--- config.mk ---
export PLATFORM = sky130hd
export DESIGN_NAME = smpg_front
export DESIGN_NICKNAME = d
export VERILOG_FILES = /design/src/design/smpg_pkg.sv /design/src/design/smpg_front.sv
export SDC_FILE = /design/constraint.sdc
export NUM_CORES = 1
export LEC_CHECK = 0
export ABC_AREA = 1
export BUFFER_PORTS_ARGS = -buffer_cell sky130_fd_sc_hd__buf_2
export CAP_MARGIN = 25
export CORE_UTILIZATION = 40
export DETAILED_ROUTE_END_ITERATION = 12
export PLACE_DENSITY = 0.65
export SYNTH_ARGS = -nofsm -noshare
export SYNTH_HDL_FRONTEND = slang
export SYNTH_SLANG_ARGS = --single-unit
--- constraint.sdc ---
create_clock -name clock -period 7.6 [get_ports clock]
set_clock_uncertainty 0.15 [all_clocks]
set_input_delay 1.52 -clock clock [delete_from_list [all_inputs] [get_ports clock]]
set_output_delay 1.52 -clock clock [all_outputs]
set_load 0.02 [all_outputs]
--- src/design/smpg_pkg.sv ---
// Shared types, constants and rounding helpers for the sphere mesh point generator.
`default_nettype none
package smpg_pkg;

   localparam int DEF_MAX_SLICES       = 254;
   localparam int DEF_SINE_TABLE_DEPTH = 1024;

   // Quarter turn of the 16-bit phase and pi/2 in Q2.30.
   localparam logic [15:0] QUARTER_TURN = 16'h4000;
   localparam longint unsigned HALF_PI_Q30 = 64'd1686629713;

   localparam logic [7:0]  SLICES_MIN    = 8'd4;
   localparam logic [7:0]  RESET_SLICES  = 8'd20;
   localparam logic [15:0] RESET_RADIUS  = 16'd256;
   localparam logic [14:0] RESET_STEP    = 15'd3277;

   typedef enum logic [1:0] {
      CSR_SLICE_COUNT   = 2'd0,
      CSR_SPHERE_RADIUS = 2'd1,
      CSR_PHASE_STEP    = 2'd2
   } csr_index_type;

   // Per-point bookkeeping that travels alongside the trigonometry.
   typedef struct packed {
      logic [14:0] vertex_index;
      logic        point_valid;
      logic        quad_valid;
   } point_type;

   // Shift right by 15 with rounding half away from zero.
   function automatic logic signed [17:0] round_q15(input logic signed [32:0] v);
      logic signed [33:0] ve;
      logic [33:0]        mag;
      logic [33:0]        sum;
      logic signed [18:0] r19;
      ve  = 34'(v);
      mag = ve[33] ? 34'(-ve) : 34'(ve);
      sum = (mag + 34'd16384) >> 15;
      r19 = $signed({1'b0, sum[17:0]});
      return 18'(ve[33] ? -r19 : r19);
   endfunction

endpackage
`default_nettype wire

--- src/design/smpg_front.sv ---
// Input stage: grid range checks, vertex number and the four lookup phases.
`default_nettype none
module smpg_front #(
   parameter int MAX_SLICES = smpg_pkg::DEF_MAX_SLICES
) (
   input  wire logic                clock,
   input  wire logic                enable,
   input  wire logic [6:0]          parallel_index,
   input  wire logic [7:0]          slice_index,
   input  wire logic [7:0]          slice_count,
   input  wire logic [14:0]         phase_step,
   output logic [15:0]              phase_si,
   output logic [15:0]              phase_ci,
   output logic [15:0]              phase_sj,
   output logic [15:0]              phase_cj,
   output smpg_pkg::point_type      point
);
   import smpg_pkg::*;

   localparam logic [7:0] SLICES_MAX = 8'(MAX_SLICES);

   logic [7:0]  slices;
   logic [6:0]  rings;
   logic [21:0] prod_i;
   logic [22:0] prod_j;
   logic [15:0] vert_sum;
   logic [15:0] pa, pb;
   logic [15:0] phase_si_ff, phase_ci_ff, phase_sj_ff, phase_cj_ff;
   logic [15:0] phase_si_in, phase_ci_in, phase_sj_in, phase_cj_in;
   point_type   point_ff, point_in;

   always_comb begin
      if (slice_count < SLICES_MIN) begin
         slices = SLICES_MIN;
      end else if (slice_count > SLICES_MAX) begin
         slices = SLICES_MAX;
      end else begin
         slices = slice_count;
      end
      rings = slices[7:1];

      prod_i = 22'(parallel_index) * 22'(phase_step);
      prod_j = 23'(slice_index) * 23'(phase_step);
      pa     = prod_i[15:0];
      pb     = prod_j[15:0];

      phase_si_in = pa;
      phase_ci_in = pa + QUARTER_TURN;
      phase_sj_in = pb;
      phase_cj_in = pb + QUARTER_TURN;

      vert_sum = 16'(parallel_index) * (16'(slices) + 16'd1) + 16'(slice_index);
      point_in.vertex_index = vert_sum[14:0];
      point_in.point_valid  = ({1'b0, parallel_index} <= {1'b0, rings})
                              && (slice_index <= slices);
      point_in.quad_valid   = (parallel_index < rings) && (slice_index < slices);
   end

   always_ff @(posedge clock) begin
      if (enable) begin
         phase_si_ff <= phase_si_in;
         phase_ci_ff <= phase_ci_in;
         phase_sj_ff <= phase_sj_in;
         phase_cj_ff <= phase_cj_in;
         point_ff    <= point_in;
      end
   end

   assign phase_si = phase_si_ff;
   assign phase_ci = phase_ci_ff;
   assign phase_sj = phase_sj_ff;
   assign phase_cj = phase_cj_ff;
   assign point    = point_ff;

endmodule
`default_nettype wire

; Word-level counts from Yosys, hierarchy flattened
; Cells that the tools add are included.
[word_totals]
input_bits = 40
register_bits = 81
output_inout_bits = 81
[op_classes]
n_lt_le_gt_ge = 6
n_mul = 3
mux = 2
reduce_logical = 2
add_sub_neg = 4
[ops]
columns = op, count
row1 = $add A16 B15 Y16 const B, 2
row2 = $mul A7 B15 Y16, 1
row3 = $mul A8 B15 Y16, 1
row4 = $mux W8, 2
row5 = $add A15 B8 Y15, 1
row6 = $mul A7 B9 Y15, 1
row7 = $add A8 B1 Y9 const B, 1
row8 = $gt A8 B8 Y1 const B, 1
row9 = $le A8 B8 Y1, 1
row10 = $lt A8 B3 Y1 const B, 1
row11 = $lt A8 B8 Y1, 1
row12 = $le A7 B7 Y1, 1
row13 = $lt A7 B7 Y1, 1
row14 = $logic_and A1 B1 Y1, 2

; Depth between registers and ports, before layout
[depth]
depth_word = 6
mapped_depth = 27
ltp_nobuf = 27

; Least setup slack after synthesis
; Ideal clock, no wire load.
[synth_path]
path_kind = input to register
from = input port slice_count[7]
to = register point_ff, in the netlist point[14] (data pin)
arrival_time_ps = 5749
required_ps = 7191
cell_stages = 25
slack_ps = 1442
setup_ps = 259
n_path_buf = 0
cell_sequence = nand2_1 nor2_1 nand3_1 nand3_2 inv_1 ha_1 nand2_1 inv_1 nand2_1 o21ai_0 nand2_1 nor2_1 fa_1 fa_1 fa_1 inv_1 fa_1 inv_1 ha_1 a21oi_1 o21ai_0 a21oi_1 nand3b_1 nand2_1 xor2_1
[synth_rtl]
columns = element, line_no
row1 = from (decl), smpg_front.sv:10  ; input wire logic [7:0] slice_count,
row2 = to (signal assigned), smpg_front.sv:65  ; point_ff <= point_in;
row3 = to (decl), smpg_front.sv:30  ; point_type point_ff, point_in;

==> impl_metrics.env <==
export IMPL_grt_setup_unrepaired="no"
export IMPL_critPathArrivalTime_ps=6360
export IMPL_relSlewSlack_pct=52.36
export IMPL_worstSetupPathType="in2reg"
export IMPL_multi_input_comb_area_um2=6942
export IMPL_grt_max_degree=54
export IMPL_leading_register_cell_type_out_of_synthesis="edfxtp_1"
export IMPL_grt_overflow_total=0
export IMPL_final_antenna_net_count=0
export IMPL_synth_sequential_area_ratio_pct=15.76
export IMPL_post_cts_repair_setup_buffers=0
export IMPL_synthesis_yosys_warnings=0
export IMPL_drtPass1Iterations=5
export IMPL_hold_path_class="in2reg"
export IMPL_cts_buffer_depth=2
export IMPL_num_fill_cells=2488
export IMPL_io_buffer_count=120
export IMPL_synth_distinct_cells=35
export IMPL_met3WireLength_um=1166
export IMPL_globalplace_congestion=0.9183
export IMPL_post_route_drc_violation_count=0
export IMPL_synth_top_cell_area_share_pct=30.33
export IMPL_floorplan_die_height_um=160.9
export IMPL_die_area_um2=25890
export IMPL_fmaxAchievable_mhz=155.3
export IMPL_synth_seq_cells=53
export IMPL_report_final_hold_viol_count=0
export IMPL_first_iter_violations=373
export IMPL_yosysTopAreaCell="fa_1"
export IMPL_post_drt_wl_per_cell_um=13.48
export IMPL_grt_pass1_vias=8192
export IMPL_global_route_wire_length_before_repair_um=37780
export IMPL_hold_buffer_count_at_cts=0
export IMPL_die_width_um=160.9
export IMPL_synth_edff_count=53
export IMPL_route_final_wire_length_um=22350
export IMPL_power_density_nw_per_um2=294.9
export IMPL_synth_async_sr_flop_share_pct=0
export IMPL_final_core_utilization_pct=44.47
export IMPL_drive_gt1_share_pct=10.64
export IMPL_clk_transition_reported_paths_ps=80
export IMPL_cp_end_kind="flip-flop"
export IMPL_post_cts_resized_instances=0
export IMPL_syn_to_final_growth_pct=8.015
export IMPL_layout_min_cycle_time_ps=6439
export IMPL_final_min_period_over_clock_period_pct=84.72
export IMPL_numCtsBuffers=5
export IMPL_met1Wirelength_um=9492
export IMPL_status="complete, no violations"
export IMPL_maxSlewViolCount=0
export IMPL_clk_root_buffer_cell="clkbuf_16"
export IMPL_htreeDepth=2
export IMPL_final_nets=1623
export IMPL_fin_setup_tns_ps=0
export IMPL_timing_final_setup_violations=0
export IMPL_synth_area_leaders="fa_1, edfxtp_1, nand2_1"
export IMPL_timing_critical_path_from_type="input pin"
export IMPL_vias=8056
export IMPL_hpwl_um=17900
export IMPL_gr_usage_all_layers_pct=18.08
export IMPL_vdd_ir_drop_worst_mv=0.1783
export IMPL_clkSinkCount=53
export IMPL_routed_via_density=4.859
export IMPL_diodes=0
export IMPL_syn_inst=1270
export IMPL_worst_slew_pin_transition_ps=714.6
export IMPL_postSynthNetCount=1560
export IMPL_core_region_area_um2=24530
export IMPL_seq_area_um2=1592
export IMPL_cap_viol_max_count=0
export IMPL_crit_path_required_time_ps=7520
export IMPL_tritoncts="done"
export IMPL_antenna_found_initial=1
export IMPL_floorplan_io_pins=121
export IMPL_met2RoutedLength_um=11300
export IMPL_top_signal_layer_used="met5"
export IMPL_average_cell_area_after_synthesis_um2=7.953
export IMPL_core_rows=57
export IMPL_critical_path_max_fanout=9
export IMPL_post_synth_instance_area_um2=10100
export IMPL_starting_utilization_of_the_core_area_pct=41.17
export IMPL_leakage_power_of_the_design_nw=6.307
==> metal layers <==
layer  track usage (%)  up-vias
met3             2.066       26
met4             5.232        2
li1                  -     3884
met1             22.43     3913
met5                 0        -
met2             32.84      231
==> layout make-up <==
cell class	count	area share (%)
flip-flops and latches	53	14.59
clock buffers	5	1.147
repair buffers	121	5.574
inverters	323	11.11
multi-input cells	829	63.63
well taps	324	3.716
clock inverters	3	0.2294
==> critical path: stages <==
cell,delay (ps)
buf_2,140
nand2_1,60
nor2_1,160
nand3_1,110
nand3_2,180
inv_1,90
ha_1,240
nand2_1,100
inv_1,80
nand2_1,80
nand2_1,150
inv_1,120
nand2_1,80
fa_1,550
inv_1,50
ha_1,270
inv_1,50
fa_1,460
fa_1,500
inv_1,40
ha_1,340
a21oi_1,190
o21ai_0,200
a21oi_1,240
nand3b_1,140
nand2_1,60
xor2_1,140
==> kinds of logic after synthesis <==
family | share of synthesized area, %
buffers and inverters | 15.51
xor gates and xnor gates | 3.642
DFF | 15.76
and+or+nand+nor | 18.60
adders and majority gates | 42.34
AOI/OAI and AO/OA | 4.150
==> worst paths after layout <==
| path | startpoint | endpoint | slack, ps | cells after the start |
|---|---|---|---|---|
| max | slice_count[5] | point[14] | 1160 | 27 |
| min | phase_step[0] | phase_si[0] | 1550 | 3 |
==> synthesized netlist by cell type (4+ instances only) <==
cell      count
nand2_1     328
inv_1       320
fa_1        153
ha_1         97
nor2_1       57
edfxtp_1     53
nand3_1      48
a21oi_1      43
clkbuf_1     32
buf_4        28
xor2_1       28
o21ai_0      18
xnor2_1      14
nand4_1       8
nor3_1        6
buf_2         4
nand3b_1      4
==> where the power goes <==
group          leakage [nW]  internal [W]  switching (W)
Sequential            0.518      0.000572      0.0000420
Combinational          5.72      0.000895        0.00147
Clock                0.0704      0.000124       0.000119
Total                  6.31       0.00159        0.00163
==> flip-flops by register name, summed over array words and instances, names as in the netlist <==
signal    count
phase_ci      2
point        17
phase_cj      2
phase_sj     16
phase_si     16
==> metrics by stage <==
step	instance area (um^2)	instances	hold WS, ps	setup slack [ps]	total power, W
2_1_floorplan	10100	1270	1483	1442	0.002500
3_3_place_gp	10760	1650	1815	959.3	0.002964
6_report	10910	1658	1553	1161	0.003218
3_5_place_dp	10760	1650	1814	837.5	0.002999
4_1_cts	10910	1658	1544	1179	0.003268
5_1_grt	10910	1658	1576	702.4	0.003597
==> layout by cell type, fill, tap and decap left out, types with 5 or more instances in the layout <==
cell type	netlist	layout
nand2_1	328	328
inv_1	320	320
fa_1	153	153
buf_2	4	120
ha_1	97	97
nor2_1	57	57
edfxtp_1	53	53
nand3_1	48	48
a21oi_1	43	43
xor2_1	28	28
o21ai_0	18	18
xnor2_1	14	14
nand4_1	8	8
nor3_1	6	6
clkbuf_16	0	5
Note: power is estimated with default switching activity, not from simulation.
